===== config.mk =====
export PLATFORM = sky130hd
export DESIGN_NAME = msbs_back
export DESIGN_NICKNAME = d
export VERILOG_FILES = /design/src/rtl/msbs_pkg.sv /design/src/rtl/msbs_back.sv
export SDC_FILE = /design/constraint.sdc
export NUM_CORES = 1
export LEC_CHECK = 0
export BUFFER_PORTS_ARGS = -buffer_cell sky130_fd_sc_hd__buf_2
export CAP_MARGIN = 20
export CELL_PAD_IN_SITES_DETAIL_PLACEMENT = 0
export CELL_PAD_IN_SITES_GLOBAL_PLACEMENT = 1
export CORE_MARGIN = 3
export CORE_UTILIZATION = 40
export DETAILED_ROUTE_END_ITERATION = 8
export GPL_TIMING_DRIVEN = 0
export PLACE_DENSITY = 0.95
export SETUP_SLACK_MARGIN = 0.1
export SKIP_LAST_GASP = 1
export SYNTH_ARGS = -nofsm -noshare
export SYNTH_HDL_FRONTEND = slang
export SYNTH_SLANG_ARGS = --single-unit

===== constraint.sdc =====
create_clock -name clk -period 9.13 [get_ports clk]
set_input_delay 0.4565 -clock clk [delete_from_list [all_inputs] [get_ports clk]]
set_output_delay 0.4565 -clock clk [all_outputs]
set_load 0.02 [all_outputs]

===== src/rtl/msbs_pkg.sv =====
// shared constants, codes and queue entry type for the multi-signature byte scanner
// no dependencies; imported by every module of the scanner
`default_nettype none

package msbs_pkg;

    localparam int NUM_SLOTS       = 8;
    localparam int MAX_PATTERN_LEN = 32;
    localparam int HIST_DEPTH      = MAX_PATTERN_LEN - 1;

    localparam int BYTE_W = 8;
    localparam int SLOT_W = $clog2(NUM_SLOTS);
    localparam int LEN_W  = $clog2(MAX_PATTERN_LEN + 1);
    localparam int OFFS_W = $clog2(MAX_PATTERN_LEN);
    localparam int POS_W  = 14;

    localparam logic [POS_W-1:0] SCAN_LIMIT_RESET = POS_W'(10000);
    localparam logic [POS_W-1:0] MAX_SCAN_POS     = POS_W'(16383);

    localparam int QPTR_W      = 2;
    localparam int QUEUE_DEPTH = 2 ** QPTR_W;

    localparam logic KIND_LOAD = 1'b0;
    localparam logic KIND_SCAN = 1'b1;

    typedef struct packed {
        logic [POS_W-1:0]                    pos;
        logic [NUM_SLOTS-1:0]                mask;
        logic [NUM_SLOTS-1:0][LEN_W-1:0]     lens;
    } scan_entry_t;

    typedef struct packed {
        logic full;
        logic head_valid;
    } queue_status_t;

endpackage

`default_nettype wire


===== src/rtl/msbs_back.sv =====
// result sequencer: walks the match mask of the head entry, one result per cycle while out_stall
// is low, lowest slot first, into the output register; uses msbs_pkg
`default_nettype none

module msbs_back (
    input  logic                         clk,
    input  logic                         rst_n,
    input  msbs_pkg::queue_status_t      q_status,
    input  msbs_pkg::scan_entry_t        head_entry,
    output logic                         pop,
    output logic                         out_valid,
    input  logic                         out_stall,
    output logic [msbs_pkg::POS_W-1:0]   match_start,
    output logic [msbs_pkg::SLOT_W-1:0]  match_slot,
    output logic [msbs_pkg::LEN_W-1:0]   match_length,
    output logic                         last
);
    import msbs_pkg::*;

    logic [NUM_SLOTS-1:0]  done_reg;
    logic [NUM_SLOTS-1:0]  done_next;
    logic [NUM_SLOTS-1:0]  rem;
    logic [NUM_SLOTS-1:0]  low_bit;
    logic [SLOT_W-1:0]     sel;
    logic                  is_last;
    logic                  advance;
    logic                  load;
    logic [LEN_W-1:0]      sel_len;
    logic [POS_W:0]        start_wide;

    logic                  out_valid_reg;
    logic [POS_W-1:0]      start_reg;
    logic [SLOT_W-1:0]     slot_reg;
    logic [LEN_W-1:0]      len_reg;
    logic                  last_reg;

    assign rem     = head_entry.mask & ~done_reg;
    assign low_bit = rem & (~rem + 1'b1);
    assign is_last = (rem & ~low_bit) == '0;
    assign advance = !out_valid_reg || !out_stall;
    assign load    = q_status.head_valid && advance;
    assign pop     = load && is_last;

    always_comb
    begin
        sel = '0;
        for (int s = NUM_SLOTS - 1; s >= 0; s--)
        begin
            if (rem[s])
            begin
                sel = SLOT_W'(s);
            end
        end
        sel_len    = head_entry.lens[sel];
        start_wide = {1'b0, head_entry.pos} + 1'b1 - (POS_W+1)'(sel_len);

        done_next = done_reg;
        if (load)
        begin
            done_next = is_last ? '0 : (done_reg | low_bit);
        end
    end

    assign out_valid    = out_valid_reg;
    assign match_start  = start_reg;
    assign match_slot   = slot_reg;
    assign match_length = len_reg;
    assign last         = last_reg;

    always_ff @(posedge clk)
    begin
        if (load)
        begin
            start_reg <= start_wide[POS_W-1:0];
            slot_reg  <= sel;
            len_reg   <= sel_len;
            last_reg  <= is_last;
        end
    end

    always_ff @(posedge clk or negedge rst_n)
    begin
        if (!rst_n)
        begin
            done_reg      <= '0;
            out_valid_reg <= 1'b0;
        end
        else
        begin
            done_reg <= done_next;
            if (advance)
            begin
                out_valid_reg <= q_status.head_valid;
            end
        end
    end

endmodule

`default_nettype wire


# Word level (Yosys, flattened, before mapping)
# Cells that the tools add are included.
[classes]
addsub = 3
order_cmp = 1
n_mux = 11
bitwise_logic = 7
reduce_logical = 6
[op_table]
columns = ["cell", "n"]
rows = [
  ["AND 8 bit", 3],
  ["two-way mux 3 bit", 8],
  ["NOT 8 bit", 3],
  ["binary-select mux 6 bit (select 3 bit)", 1],
  ["adder 14 x 1 -> 14 bit (second input constant)", 1],
  ["subtractor 14 x 6 -> 14 bit", 1],
  ["adder 8 x 1 -> 8 bit (second input constant)", 1],
  ["logical NOT 8 bit", 1],
  ["two-way mux 8 bit", 1],
  ["bitwise OR 8 bit", 1],
  ["two-way mux 6 bit", 1],
  ["< comparator 3 x 4 -> 1 bit (second input constant)", 1],
  ["logical AND 1 bit", 2],
  ["logical NOT 1 bit", 2],
  ["logical OR 1 bit", 1],
]
[word_totals]
regBits = 33
in_bits = 75
out_inout_bits = 26
wordCells = 34

# Logic depth before layout (Yosys ltp)
[depth]
word_depth = 13
ltp_mapped = 19
mapped_depth_nobuf = 17

# Worst setup path after synthesis
# No wires, ideal clock.
[synth_timing]
path_kind = "in2reg"
from = "input port head_entry[52] (netlist name)"
to = "register start_reg[13] (netlist: match_start[13]) (data pin)"
setup_time_ns = 0.263
arrival_ns = 3.632
required_ns = 8.867
setup_slack_ns = 5.235
path_stages = 19
path_buffers = 2
path_cell_list = "nor2b_4 -> a211oi_1 -> o31a_1 -> buf_6 -> buf_8 -> mux2i_1 -> mux2i_1 -> mux2_2 -> ha_1 -> inv_1 -> ha_1 -> inv_1 -> fa_1 -> nor2b_1 -> o21ai_0 -> a21oi_1 -> o41a_1 -> mux2i_1 -> a2111o_1"
[synth_via]
elab_chain_len = 9
[synth_rtl]
columns = ["element", "line_no", "source"]
rows = [
  ["start: declaration", "msbs_back.sv:9", "input msbs_pkg::scan_entry_t head_entry,"],
  ["AND 8 bit", "msbs_back.sv:37", "assign rem = head_entry.mask & ~done_reg;"],
  ["two-way mux 3 bit (5 in series)", "msbs_back.sv:49", "if (rem[s])"],
  ["named net sel[1]", "msbs_back.sv:24", "logic [SLOT_W-1:0] sel;"],
  ["binary-select mux 6 bit (select 3 bit)", "msbs_back.sv:54", "sel_len = head_entry.lens[sel];"],
  ["two-way mux 6 bit (implied by the code)", "msbs_back.sv:54", ""],
  ["named net sel_len[1]", "msbs_back.sv:28", "logic [LEN_W-1:0] sel_len;"],
  ["subtractor 14 x 6 -> 14 bit", "msbs_back.sv:55", "start_wide = {1'b0, head_entry.pos} + 1'b1 - (POS_W+1)'(sel_len);"],
  ["named net start_wide[13]", "msbs_back.sv:29", "logic [POS_W:0] start_wide;"],
  ["end signal: assignment", "msbs_back.sv:74", "start_reg <= start_wide[POS_W-1:0];"],
  ["end: declaration", "msbs_back.sv:32", "logic [POS_W-1:0] start_reg;"],
]
# The timed path passes the listed nets, and every way through them passes these cells. The select of a mux whose other input is x is not followed.
# A chain may end at the register's enable or synchronous reset.

# Final worst setup path
[layout_timing]
from = "register done_reg[7]"
to = "register start_reg[13] (netlist: match_start[13]) (data pin)"
[layout_via]
elab_chain_len = 13
[layout_rtl]
columns = ["element", "line_no", "source"]
rows = [
  ["start: declaration", "msbs_back.sv:20", "logic [NUM_SLOTS-1:0] done_reg;"],
  ["start signal: assignment", "msbs_back.sv:90", "done_reg <= done_next;"],
  ["NOT 8 bit", "msbs_back.sv:37", ""],
  ["AND 8 bit", "msbs_back.sv:37", ""],
  ["two-way mux 3 bit (8 in series)", "msbs_back.sv:49", ""],
  ["named net sel[1]", "msbs_back.sv:24", ""],
  ["binary-select mux 6 bit (select 3 bit)", "msbs_back.sv:54", ""],
  ["two-way mux 6 bit (implied by the code)", "msbs_back.sv:54", ""],
  ["named net sel_len[1]", "msbs_back.sv:28", ""],
  ["subtractor 14 x 6 -> 14 bit", "msbs_back.sv:55", ""],
  ["named net start_wide[13]", "msbs_back.sv:29", ""],
]
# The timed path passes the listed nets, and every way through them passes these cells. The select of a mux whose other input is x is not followed.

==> run_results.csv <==
group,metric,value,unit
status,status,"completed",
synth,syn-cell-area,2550,um^2
clocking,holdBufCountCts,0,
clocking,cts.sinks,33,
synth,async_reset_ff_share,27.3,%
synth,yosysSeqAreaShare,37.1,%
global_route,grtUsageMet3,2.59,%
floorplan,fp.dieH,85.8,um
global_route,grt_util_met2,28.1,%
global_route,use_met1,20.6,%
sta,grt_setup_unrepaired,"false",
sta,relSlewSlack,68.6,%
floorplan,die_x,85.8,um
drt,wl_per_cell,14.1,um
worst_hold_path,hp-class,"input pin to async pin",
setup_path,start_kind,"register",
drt,drt_iter0_markers,49,
synth,ys_ff_latch,33,
global_route,antenna_found_initial,0,
layout,fin_util,53.9,%
clocking,cts_setup_buffers,0,
setup_path,crit_chain,"nand2b_2 -> a211oi_1 -> o31a_1 -> buf_6 -> buf_8 -> mux2i_1 -> mux2i_1 -> mux2_2 -> ha_1 -> inv_1 -> ha_1 -> inv_1 -> fa_1 -> nor2b_1 -> o21ai_0 -> a21oi_1 -> o41a_1 -> mux2i_1 -> a2111o_1",
clocking,clkTransAtPathRegs,60,ps
sta,drv_slew,0,
setup_path,endpoint_kind,"register",
drt,routed_wl,5840,um
clocking,cts_root_buf,"clkbuf_8",
global_route,grt_max_degree,23,
global_route,grt_first_pass_wirelength,9570,um
global_route,grt_pass1_vias,2069,
floorplan,die_area,7370,um^2
placement,pre_cts_ws,4670,ps
layout,antenna_cells,0,
pwr,p_leak,1.57,nW
sta,worst_slew_pin_slew,459,ps
clocking,htreeDepth,2,
synth,avgSynthCellArea,11.0,um^2
sta,fin_skew,4.97,ps
setup_path,cp_slowest_stage_delay,400,ps
layout,largest_reg_flops,14,
clocking,clock_path_buffers,2,
drt,viasPerCell,5.12,
pwr,ir_worst_vdd,0.162,mV
placement,routabilityCongestion,0.886,
synth,synthFlopType,"edfxtp_1",
layout,final_net_count,434,
floorplan,pin_count,101,
drt,drcViolationCount,0,
placement,portBuffers,99,
global_route,grt_overflow_total,0,
floorplan,rows,28,
drt,via_count,2124,
setup_path,cp_slowest_cell,"fa_1",
setup_path,crit_type,"register to register",
sta,min_period,4280,ps
sta,fin_crit_sh,46.8,%
layout,fin_cells,415,
pwr,power_density,322,nW/um^2
sta,finalWorstSetupSlack,4850,ps
sta,hold_viol,0,
synth,syn_nets,327,
global_route,busiest_layer,"met2",
sta,holdWs,25.0,ps
placement,placed_cell_area,3180,um^2
synth,synth_cell_types,51,
setup_path,cp_max_fo,10,
layout,final_layout_size_suffix_gt1_share,37.4,%
synth,yosys_warnings,0,
sta,fmax,234,MHz
sta,setup_viol,0,
global_route,grt_use_total,16.2,%
setup_path,cp_common_cell,"mux2i_1",
synth,synthCells,232,
clocking,cts_tree,"yes",
drt,ant_nets,0,
clocking,cts-buffers-inserted,5,
floorplan,initial_core_util,42.1,%
clocking,clk_latency,280,ps
setup_path,cp.arrival,4300,ps
pwr,power.total,1.05,mW
placement,place_inst,407,
synth,synth_edf_count,24,
floorplan,core,6060,um^2
clocking,ctsResizeCount,0,
layout,fin_area,3270,um^2
drt,dr.pass1.iters,4,
layout,synthToLayoutAreaGrowth,28.2,%
sta,tns,0,ps
placement,place_hpwl,4800,um
layout,n_fill_cell,562,
flow_run,maxCapViolations,0,
setup_path,worstPathRequired,9150,ps
cells in the mapped netlist, drive strengths merged, types with 2 or more instances:
| cell type | count | area (um^2) |
|---|---|---|
| mux2 | 7 | 78.8 |
| nor2 | 16 | 67.6 |
| edfxtp | 24 | 721 |
| nand2b | 7 | 53.8 |
| a211oi | 4 | 35.0 |
| a21oi | 9 | 45.0 |
| buf | 6 | 66.3 |
| mux2i | 43 | 430 |
| inv | 15 | 56.3 |
| xor2 | 3 | 26.3 |
| nor3 | 2 | 10.0 |
| a2111oi | 2 | 17.5 |
| ha | 19 | 238 |
| a31oi | 5 | 46.3 |
| and3 | 2 | 12.5 |
| o21ai | 8 | 40.0 |
| a41oi | 3 | 26.3 |
| a21o | 4 | 30.0 |
| nand3b | 2 | 15.0 |
| nor2b | 9 | 71.3 |
| dfrtp | 9 | 225 |
| or2b | 2 | 15.0 |
| nand2 | 9 | 33.8 |
| xnor2 | 7 | 61.3 |
worst paths after layout:
| check | endpoint | slack (ps) | cells past startpoint | startpoint |
|---|---|---|---|---|
| worst min register to register | done_reg[1] | 510 | 2 | done_reg[1] |
| max in group asynchronous | out_valid | 8920 | 1 | rst_n |
| worst max-delay path | match_start[13] | 4850 | 19 | done_reg[7] |
| worst min-delay path | done_reg[5] | 20 | 1 | rst_n |
| worst max register to register | match_start[13] | 4850 | 19 | done_reg[7] |
| min in group clk | out_valid | 380 | 2 | q_status[0] |
final cells by class:
| type | instances | area [um^2] | share of cell area, % |
|---|---|---|---|
| multi-input cells | 177 | 1490 | 45.6 |
| flip-flops and latches | 33 | 946 | 28.9 |
| repair buffers | 100 | 523 | 16.0 |
| well taps | 75 | 93.8 | 2.87 |
| clock buffers | 8 | 90.1 | 2.76 |
| plain buffers | 7 | 70.1 | 2.14 |
| inverters | 15 | 56.3 | 1.72 |
cells by family after synthesis:
kind of cell	share of synthesized area [%]
AOI/OAI and AO/OA	12.6
xor gates and xnor gates	3.43
adders and majority gates	10.1
buffers and inverters	4.96
DFF	37.1
muxes	20.0
and+or+nand+nor	11.9
layer usage:
layer,vias to the layer above,routed length (um),part of all wire (%)
met2,42,3000,51
met4,0,82,1.4
met3,6,245,4.2
li1,1076,-,-
met1,1000,2520,43
met5,-,0,0
power breakdown:
group          switching (mW)  internal [mW]  total (mW)
clock                  0.0498         0.0614       0.111
sequential             0.0208          0.252       0.273
combinational           0.358          0.311       0.669
total                   0.428          0.624        1.05
worst max-delay path: cells and delay by family, from the launching register on:
kind	cells	cell delay, ps
adders and majority gates	3	820
buffers and inverters	4	430
muxes	4	690
AOI/OAI and AO/OA	6	1340
and+or+nand+nor	2	340
DFF	1	390
layout by cell type, fill, tap and decap left out, types with 4 or more instances in the layout:
cell type | netlist | layout
buf_2 | 1 | 100
mux2i_1 | 43 | 43
edfxtp_1 | 24 | 24
ha_1 | 19 | 19
inv_1 | 15 | 15
nor2_1 | 15 | 15
nand2_1 | 9 | 9
a21oi_1 | 9 | 9
dfrtp_1 | 9 | 9
nor2b_1 | 7 | 7
xnor2_1 | 7 | 7
mux2_2 | 6 | 6
o21ai_0 | 6 | 6
clkbuf_8 | 0 | 6
nand2b_1 | 5 | 5
a21o_1 | 4 | 4
a31oi_1 | 4 | 4
Note: power is estimated with default switching activity, not from simulation.
