## src/rtl/msbs_pkg.sv

```systemverilog
// shared constants, codes and queue entry type for the multi-signature byte scanner
// no dependencies; imported by every module of the scanner
`default_nettype none

package msbs_pkg;

    localparam int NUM_SLOTS       = 8;
    localparam int MAX_PATTERN_LEN = 32;
    localparam int HIST_DEPTH      = MAX_PATTERN_LEN - 1;

    localparam int BYTE_W = 8;
    localparam int SLOT_W = $clog2(NUM_SLOTS);
    localparam int LEN_W  = $clog2(MAX_PATTERN_LEN + 1);
    localparam int OFFS_W = $clog2(MAX_PATTERN_LEN);
    localparam int POS_W  = 14;

    localparam logic [POS_W-1:0] SCAN_LIMIT_RESET = POS_W'(10000);
    localparam logic [POS_W-1:0] MAX_SCAN_POS     = POS_W'(16383);

    localparam int QPTR_W      = 2;
    localparam int QUEUE_DEPTH = 2 ** QPTR_W;

    localparam logic KIND_LOAD = 1'b0;
    localparam logic KIND_SCAN = 1'b1;

    typedef struct packed {
        logic [POS_W-1:0]                    pos;
        logic [NUM_SLOTS-1:0]                mask;
        logic [NUM_SLOTS-1:0][LEN_W-1:0]     lens;
    } scan_entry_t;

    typedef struct packed {
        logic full;
        logic head_valid;
    } queue_status_t;

endpackage

`default_nettype wire

```

## src/rtl/msbs_queue.sv

```systemverilog
// short queue of scan entries between the front end and the result sequencer
// uses scan_entry_t and queue_status_t from msbs_pkg
`default_nettype none

module msbs_queue (
    input  logic                     clk,
    input  logic                     rst_n,
    input  logic                     push_valid,
    input  msbs_pkg::scan_entry_t    push_entry,
    input  logic                     pop,
    output msbs_pkg::queue_status_t  q_status,
    output msbs_pkg::scan_entry_t    head_entry
);
    import msbs_pkg::*;

    scan_entry_t          entry_reg [QUEUE_DEPTH];
    logic [QPTR_W-1:0]    wr_ptr_reg;
    logic [QPTR_W-1:0]    rd_ptr_reg;
    logic [QPTR_W:0]      count_reg;
    logic [QPTR_W:0]      count_next;

    assign q_status.full       = (count_reg == (QPTR_W+1)'(QUEUE_DEPTH));
    assign q_status.head_valid = (count_reg != '0);
    assign head_entry          = entry_reg[rd_ptr_reg];

    always_comb
    begin
        count_next = count_reg;
        if (push_valid && !pop)
        begin
            count_next = count_reg + 1'b1;
        end
        else if (pop && !push_valid)
        begin
            count_next = count_reg - 1'b1;
        end
    end

    always_ff @(posedge clk)
    begin
        if (push_valid)
        begin
            entry_reg[wr_ptr_reg] <= push_entry;
        end
    end

    always_ff @(posedge clk or negedge rst_n)
    begin
        if (!rst_n)
        begin
            wr_ptr_reg <= '0;
            rd_ptr_reg <= '0;
            count_reg  <= '0;
        end
        else
        begin
            if (push_valid)
            begin
                wr_ptr_reg <= wr_ptr_reg + 1'b1;
            end
            if (pop)
            begin
                rd_ptr_reg <= rd_ptr_reg + 1'b1;
            end
            count_reg <= count_next;
        end
    end

endmodule

`default_nettype wire

```

## config.mk

```make
export PLATFORM = sky130hd
export DESIGN_NAME = msbs_queue
export DESIGN_NICKNAME = d
export VERILOG_FILES = /design/src/rtl/msbs_pkg.sv /design/src/rtl/msbs_queue.sv
export SDC_FILE = /design/constraint.sdc
export NUM_CORES = 1
export LEC_CHECK = 0
export BUFFER_PORTS_ARGS = -buffer_cell sky130_fd_sc_hd__buf_4
export CAP_MARGIN = 20
export CELL_PAD_IN_SITES_DETAIL_PLACEMENT = 1
export CELL_PAD_IN_SITES_GLOBAL_PLACEMENT = 1
export CORE_MARGIN = 3
export CORE_UTILIZATION = 54
export CTS_CLUSTER_DIAMETER = 120
export DETAILED_ROUTE_END_ITERATION = 6
export PLACE_DENSITY_LB_ADDON = 0.05
export SETUP_SLACK_MARGIN = 0.3
export SLEW_MARGIN = 20
export SYNTH_ARGS = -nofsm -noshare
export SYNTH_HDL_FRONTEND = slang
export SYNTH_SLANG_ARGS = --single-unit
```

## constraint.sdc

```tcl
create_clock -name clk -period 7.2 [get_ports clk]
set_clock_uncertainty 0.15 [all_clocks]
set_input_delay 0.72 -clock clk [delete_from_list [all_inputs] [get_ports clk]]
set_output_delay 0.72 -clock clk [all_outputs]
set_load 0.02 [all_outputs]
```

Word-level counts from Yosys, hierarchy flattened --
Memory sizes are Yosys's and may differ from the RTL's. Cells that the tools add are included.
Word-level totals: memory bits (writable) 280, memories 1, logic and storage cells 19, register bits after elaboration 7, output and inout port bits 72
Operators by class: multiplexer cells 4, reduce and logical (&&, ||, !) cells 6, eq/ne operators 1, $add $sub $neg 4
Memory list:
- entry_reg | words 4, width 70, read ports 1, clocked after Yosys merged registers in 0, write ports 1, RTL line msbs_queue.sv:16 | scan_entry_t entry_reg [QUEUE_DEPTH];
Operator list (count):
- 3-bit two-way mux | 2
- 2-bit by 1-bit adder with 2-bit output, second input constant | 2
- 3-bit by 1-bit adder with 3-bit output, second input constant | 1
- 3-bit equality test, second input constant | 1
- 3-bit nonzero test | 1
- 3-bit by 1-bit subtractor with 3-bit output, second input constant | 1
- 1-bit logical AND | 2
- 1-bit logical NOT | 2
- 1-bit two-way mux | 2
- 2-bit nonzero test | 1

Logic depth before layout (Yosys ltp) --
Gate-level depths: netlist of run 1.
depth in word-level cells 4, gate-level depth with buffers 7, depth with buffers taken out 7

Least setup slack after synthesis of run 1 --
No wires, ideal clock.
path kind input-to-reg, start input port push_valid, end memory entry_reg[1][0] (netlist name) (enable), buffers on the path 0, setup slack 4.254 ns, arrival time 2.360 ns, setup time 0.435 ns, stages on the path 1, required time 6.615 ns, cells stage by stage and2_1
On the way: cells in the longest elaborated chain, start to end 2
Ends and longest elaborated chain:
- start, declared | RTL line msbs_queue.sv:8 | input logic push_valid,
- 1-bit two-way mux | RTL line msbs_queue.sv:41 | if (push_valid)
- 1-bit two-way mux (implied by the code) | RTL line msbs_queue.sv:43 | entry_reg[wr_ptr_reg] <= push_entry;
- end, declared | RTL line msbs_queue.sv:16
Every way passes these cells.

==> results of run 1 <==
## path summary, 6_finish.rpt
path / startpoint / endpoint / cells past startpoint
max in group asynchronous: rst_n / rd_ptr_reg[0] / 2
min in group asynchronous: rst_n / count_reg[1] / 2
setup reg to reg: wr_ptr_reg[0] / entry_reg[0][48] / 4
hold reg to reg: count_reg[2] / count_reg[2] / 1
hold / removal: push_entry[58] / entry_reg[1][58] / 1
setup / recovery: rd_ptr_reg[0] / head_entry[65] / 3
## critical path, cell delays in order, from the launching register on
cell	delay (ns)
dfrtp_4	0.88
buf_4	0.72
mux4_1	0.64
buf_4	0.18
## synth_stat cells
cell type	instances	area, µm²
buf_6	1	11.26
buf_2	7	35.03
fa_1	1	20.02
o21ai_0	1	5.000
mux2_2	1	11.26
and2_1	4	25.02
xor2_1	4	35.03
clkbuf_1	1	3.750
edfxtp_1	280	8408
ha_1	5	62.56
or3_1	1	6.260
nor3b_1	1	7.510
nand2_1	2	7.510
dfrtp_1	7	175.2
xnor2_1	2	17.52
buf_12	7	140.1
inv_1	4	15.01
nor2_1	1	3.750
mux4_2	68	1531
mux4_1	2	52.55
## final cells by class
| cell class | instances | area (µm²) | share of cell area (%) |
|---|---|---|---|
| Clock buffer | 40 | 777.0 | 6.051 |
| Inverter | 4 | 15.01 | 0.1169 |
| Multi-Input combinational cell | 93 | 1795 | 13.98 |
| Timing Repair Buffer | 151 | 1196 | 9.316 |
| Tap cell | 260 | 325.3 | 2.534 |
| Sequential cell | 287 | 8591 | 66.91 |
| Clock inverter | 13 | 140.1 | 1.091 |
## power by group through the flow
stage,combinational (mW),sequential (mW),clock (mW)
final,1.67,2.41,1.44
after detailed placement,1.68,2.46,0
after floorplan,1.24,2.29,0
after global placement,1.65,2.44,0
after CTS,1.70,2.43,1.47
after global routing,1.78,2.46,1.56
## metrics by stage
| step | util [%] | setup slack (ns) | instances |
|---|---|---|---|
| after floorplan | - | 4.254 | 400 |
| after global placement | 62.41 | 3.751 | 791 |
| after detailed placement | 62.55 | 3.781 | 792 |
| after CTS | 67.45 | 3.206 | 846 |
| after global routing | 67.74 | 3.061 | 848 |
| final | 67.74 | 3.316 | 848 |
## routing by layer
layer	routed length [µm]	global-route usage, %	share of wire [%]
met1	8044	24.80	40
met2	10500	32.82	52
met3	1305	4.734	6.4
met4	387	5.413	1.9
met5	0	0	0
## cells by family (layout without fill, tap and decap cells)
| group | Yosys count | in the layout | synth area share (%) |
|---|---|---|---|
| DFF | 287 | 287 | 81.17 |
| muxes | 71 | 71 | 15.09 |
| buffers and inverters | 20 | 208 | 1.940 |
| and+or+nand+nor | 9 | 9 | 0.4733 |
| adders and majority gates | 6 | 6 | 0.7810 |
| xor gates and xnor gates | 6 | 6 | 0.4970 |
| AOI/OAI and AO/OA | 1 | 1 | 0.04729 |
## timing repair
action,CTS,global route
hold buffers,1,0
endpoints found under the hold margin,7,0
setup endpoints to repair,0,0
resized for setup,0,0
==> results.sh, run 1 <==
export IMPL_min_path_type="primary input to flip-flop"
export IMPL_worst_pin_slew_ns=1.075
export IMPL_syn_area_per_cell_um2=26.43
export IMPL_synth_cell_types=20
export IMPL_p_total_mw=5.528
export IMPL_clkLatencyLatePin_ns=0.52
export IMPL_cts_buffer_depth=3
export IMPL_portBuffers=145
export IMPL_syn_inst=400
export IMPL_cts_sinks=287
export IMPL_vias=4721
export IMPL_comb_power_share_pct=30.3
export IMPL_fp_dieH_um=145.9
export IMPL_clkPwrFrac_pct=26.0
export IMPL_switching_share_pct=30.19
export IMPL_drcViolationCount=0
export IMPL_drt_total_wl_um=20240
export IMPL_largest_reg_flops=280
export IMPL_grt_overflow=0
export IMPL_via_per_inst=5.567
export IMPL_clk_pin_slew_ns=0.06
export IMPL_syn_nets=480
export IMPL_start_kind="flip-flop"
export IMPL_timing_hold_ws_ns=0.2383
export IMPL_final_common_cell="edfxtp_1"
export IMPL_p_int_mw=3.859
export IMPL_diodes=0
export IMPL_netlist_area_um2=10570
export IMPL_setup_violations=0
export IMPL_slew_viol_final=0
export IMPL_wl_per_cell_um=23.87
export IMPL_fin_nets=646
export IMPL_arrival_ns=3.01
export IMPL_grt_first_pass_wirelength_um=31330
export IMPL_outcome="finished clean"
export IMPL_grtUsageTotal_pct=19.15
export IMPL_io_pins=146
export IMPL_r2r_slack_ns=4.93
export IMPL_relSlewSlack_pct=28.34
export IMPL_antenna_found_initial=0
export IMPL_layout_common_cells="edfxtp_1 (280), buf_4 (147), mux4_2 (68), clkbuf_16 (29), clkbuf_1 (10)"
export IMPL_irDropWorstVdd_v=0.0003711
export IMPL_cp_end_kind="output pin"
export IMPL_core_um2=18960
export IMPL_switchingPower_mw=1.669
export IMPL_cp_max_fo=37
export IMPL_drtAntennaViolNets=0
export IMPL_drv_cap=0
export IMPL_fin_area_um2=12840
export IMPL_post_cts_buffers=0
export IMPL_hold_viol=0
export IMPL_drt_iter0_markers=220
export IMPL_tritoncts="yes"
export IMPL_die_x_um=145.9
export IMPL_p_leak_nw=4.412
export IMPL_rows=50
export IMPL_power_density_nw_per_um2=430.5
export IMPL_power_frac_seq_pct=43.7
export IMPL_root_buffer="clkbuf_16"
export IMPL_cts_buffers=29
export IMPL_synth_seq_cells=287
export IMPL_dpl_cell_area_um2=11860
export IMPL_design_die_area_um2=21300
export IMPL_gp_congestion=0.6748
export IMPL_grt_max_degree=72
export IMPL_rsz0062_at_grt="no"
export IMPL_critPathKind="flip-flop to output pin"
export IMPL_start_util_pct=55.78
export IMPL_layout_drive_gt1_share_pct=44.73
export IMPL_fill_cells=1480
export IMPL_drtPass1Iterations=5
export IMPL_grt_pass1_vias=5305
export IMPL_post_route_min_period_ns=3.884
export IMPL_fin_setup_tns_ns=0
export IMPL_cp_required_ns=6.33
export IMPL_post_route_period_util_pct=53.94
export IMPL_fmax_mhz=257.5
export IMPL_cts_max_level=1
export IMPL_hpwl_um=11820
export IMPL_synthToLayoutAreaGrowth_pct=21.43
export IMPL_ys_seq_area_share_pct=81.17
export IMPL_synth_warnings=0
Power figures use the tool's default switching activity.
==> inputs of run 2 (changes only) <==
--- a/config.mk
+++ b/config.mk
@@ -5,12 +5,13 @@
 export SDC_FILE = /design/constraint.sdc
 export NUM_CORES = 1
 export LEC_CHECK = 0
+export ABC_AREA = 1
 export BUFFER_PORTS_ARGS = -buffer_cell sky130_fd_sc_hd__buf_4
 export CAP_MARGIN = 20
 export CELL_PAD_IN_SITES_DETAIL_PLACEMENT = 1
 export CELL_PAD_IN_SITES_GLOBAL_PLACEMENT = 1
 export CORE_MARGIN = 3
-export CORE_UTILIZATION = 54
+export CORE_UTILIZATION = 47
 export CTS_CLUSTER_DIAMETER = 120
 export DETAILED_ROUTE_END_ITERATION = 6
 export PLACE_DENSITY_LB_ADDON = 0.05
==> constraint.sdc (replaced) <==
create_clock -name clk -period 3.9 [get_ports clk]
set_clock_uncertainty 0.15 [all_clocks]
set_input_delay 0.39 -clock clk [delete_from_list [all_inputs] [get_ports clk]]
set_output_delay 0.39 -clock clk [all_outputs]
set_load 0.02 [all_outputs]
==> run 2 against run 1 <==
Net effect: sequential power up 74%; area after synthesis up 8.2%; core utilization fell by 6.9 points; first-iteration DRC count up 89%; count of clock-buffer cells in the layout shrank 3; critical path type unchanged.
==> results.sh, run 2 <==
export IMPL_switchingPower_mw=4.047
export IMPL_yosys_mux_area_fraction_pct=0
export IMPL_synth_common_cells="edfxtp_1 (280), nand2_1 (224), inv_1 (151), o211ai_1 (140), buf_2 (40)"
export IMPL_power_frac_seq_pct=38.0
export IMPL_switching_share_pct=36.57
export IMPL_synth_edf_count=280
export IMPL_dp_cells=1294
export IMPL_ctsResizeCount=0
export IMPL_yosys_cell_count_top_type="edfxtp_1"
export IMPL_post_cts_buffers=0
export IMPL_arrival_ns=2.23
export IMPL_die_x_um=162.0
export IMPL_fmax_mhz=361.0
export IMPL_p_leak_nw=5.791
export IMPL_synth_warnings=0
export IMPL_drtPass1Iterations=6
export IMPL_start_kind="flip-flop"
export IMPL_via_per_inst=5.080
export IMPL_fill_cells=2332
export IMPL_outcome="finished clean"
export IMPL_fin_area_um2=14420
export IMPL_worst_pin_slew_ns=0.9364
export IMPL_design_die_area_um2=26240
export IMPL_cts_buffers=29
export IMPL_clkLatencyLatePin_ns=0.53
export IMPL_irDropWorstVdd_v=0.0005394
export IMPL_comb_power_share_pct=38.8
export IMPL_netlist_area_um2=11440
export IMPL_synth_top_family_by_area="compound AO/OA/AOI/OAI gates"
export IMPL_syn_nets=945
export IMPL_dpl_cell_area_um2=12810
export IMPL_min_path_type="primary input to asynchronous set/reset pin"
export IMPL_start_util_pct=48.29
export IMPL_synth_compound_area_share_pct=9.233
export IMPL_core_um2=23680
export IMPL_post_route_min_period_ns=2.770
export IMPL_tritoncts="yes"
export IMPL_antenna_found_initial=0
export IMPL_largest_reg_flops=280
export IMPL_synth_top_area_share_pct=73.51
export IMPL_setup_violations=0
export IMPL_p_int_mw=7.018
export IMPL_grtUsageTotal_pct=20.11
export IMPL_synth_top_area_cell="edfxtp_1"
export IMPL_slew_viol_final=0
export IMPL_rows=56
export IMPL_synth_top_flop_cell="edfxtp_1"
export IMPL_fin_setup_tns_ns=0
export IMPL_synthAdderAreaFrac_pct=0.7220
export IMPL_drtAntennaViolNets=0
export IMPL_cp_required_ns=3.36
export IMPL_synth_seq_cells=287
export IMPL_gp_congestion=0.7009
export IMPL_synth_area_leaders="edfxtp_1 (74%), o211ai_1 (9.2%), nand2_1 (7.4%)"
export IMPL_grt_overflow=0
export IMPL_yosys_area_share_simple_pct=7.527
export IMPL_cp_end_kind="output pin"
export IMPL_synth_cell_types=19
export IMPL_power_density_nw_per_um2=767.6
export IMPL_timing_hold_ws_ns=0.06416
export IMPL_synthArstFlopShare_pct=2.439
export IMPL_cts_buffer_depth=3
export IMPL_synthXorXnorAreaFrac_pct=0.3063
export IMPL_clkPwrFrac_pct=23.3
export IMPL_portBuffers=145
export IMPL_grt_first_pass_wirelength_um=41570
export IMPL_cts_max_level=1
export IMPL_fin_nets=1159
export IMPL_grt_pass1_vias=7879
export IMPL_critPathKind="flip-flop to output pin"
export IMPL_relSlewSlack_pct=37.57
export IMPL_syn_area_per_cell_um2=13.22
export IMPL_fp_dieH_um=162.0
export IMPL_drv_cap=0
export IMPL_vias=7204
export IMPL_hold_viol=0
export IMPL_ctsHoldBuffers=73
export IMPL_rsz0062_at_grt="no"
export IMPL_drt_iter0_markers=416
export IMPL_io_pins=146
export IMPL_layout_common_cells="edfxtp_1 (280), nand2_1 (224), buf_4 (154), inv_1 (147), o211ai_1 (140)"
export IMPL_syn_inst=865
export IMPL_drcViolationCount=0
export IMPL_final_common_cell="edfxtp_1"
export IMPL_clk_pin_slew_ns=0.06
export IMPL_root_buffer="clkbuf_16"
export IMPL_ys_seq_area_share_pct=75.05
export IMPL_synthToLayoutAreaGrowth_pct=26.05
export IMPL_cts_sinks=287
export IMPL_drt_total_wl_um=26270
export IMPL_post_route_period_util_pct=71.03
export IMPL_grt_max_degree=159
export IMPL_wl_per_cell_um=18.53
export IMPL_hpwl_um=15040
export IMPL_diodes=0
export IMPL_layout_drive_gt1_share_pct=18.29
export IMPL_cp_max_fo=70
export IMPL_fin_cells=1418
run 2: cell types whose count changed in the layout (fill, tap and decap cells not counted), sizes merged, moves of 3 or more:
cell and delta:
dlygate4sd3 +72, o211ai +140, nand2 +222, buf +7
mux4 -70, clkbuf -3, and2 -4, clkinv +6
inv +145
run 2: area by class of cell:
type                            count  area, µm²  share of cell area [%]
Sequential cell                   287       8588                   59.57
Multi-Input combinational cell    379       2034                   14.11
Timing Repair Buffer              230       1947                   13.50
Clock buffer                       37      755.7                   5.242
Inverter                          152      575.6                   3.992
Tap cell                          319      399.1                   2.769
Clock inverter                     14      116.4                  0.8072
run 2: worst max-delay path: stages, from the launching register on:
cell	delay (ns)
dfrtp_2	0.36
buf_4	0.73
o211ai_1	0.26
nand2_1	0.17
buf_4	0.15
run 2: kinds of logic after synthesis:
group,count (synthesis)
adders and majority gates,6
DFF,287
buffers and inverters,199
and+or+nand+nor,228
AOI/OAI and AO/OA,141
xor gates and xnor gates,4
run 2: power groups by stage:
| stage | registers [mW] | clock network [mW] | logic [mW] |
|---|---|---|---|
| 2_1_floorplan | 4.24 | 0 | 2.65 |
| 3_3_place_gp | 4.24 | 0 | 4.19 |
| 3_5_place_dp | 4.27 | 0 | 4.28 |
| 4_1_cts | 4.21 | 2.64 | 4.37 |
| 5_1_grt | 4.25 | 2.76 | 4.71 |
| 6_report | 4.20 | 2.57 | 4.29 |
run 2: metrics by stage:
stage | util, % | setup WS, ns | power [mW]
3_5_place_dp | 54.11 | 1.553 | 8.544
6_report | 60.87 | 1.130 | 11.07
5_1_grt | 60.87 | 0.9934 | 11.72
3_3_place_gp | 54.11 | 1.562 | 8.423
2_1_floorplan | - | 1.281 | 6.889
4_1_cts | 60.87 | 1.066 | 11.22
run 2: path summary, 6_finish.rpt:
check | slack (ns) | from | endpoint | cells past startpoint
setup / recovery | 1.13 | rd_ptr_reg[1] | head_entry[56] | 4
hold / removal | 0.06 | rst_n | count_reg[2] | 2
setup reg to reg | 1.60 | wr_ptr_reg[0] | entry_reg[2][12] | 5
hold reg to reg | 0.38 | count_reg[2] | count_reg[2] | 2
max in group asynchronous | 3.38 | rst_n | rd_ptr_reg[0] | 2
min in group clk | 0.38 | count_reg[2] | count_reg[2] | 2
run 2: per-layer routing:
layer	vias up	global-route usage, %	routed length (µm)
met3	41	2.703	922
met4	0	4.614	483
met1	3587	25.44	11230
li1	3434	-	-
met5	-	0	0
met2	142	36.93	13640
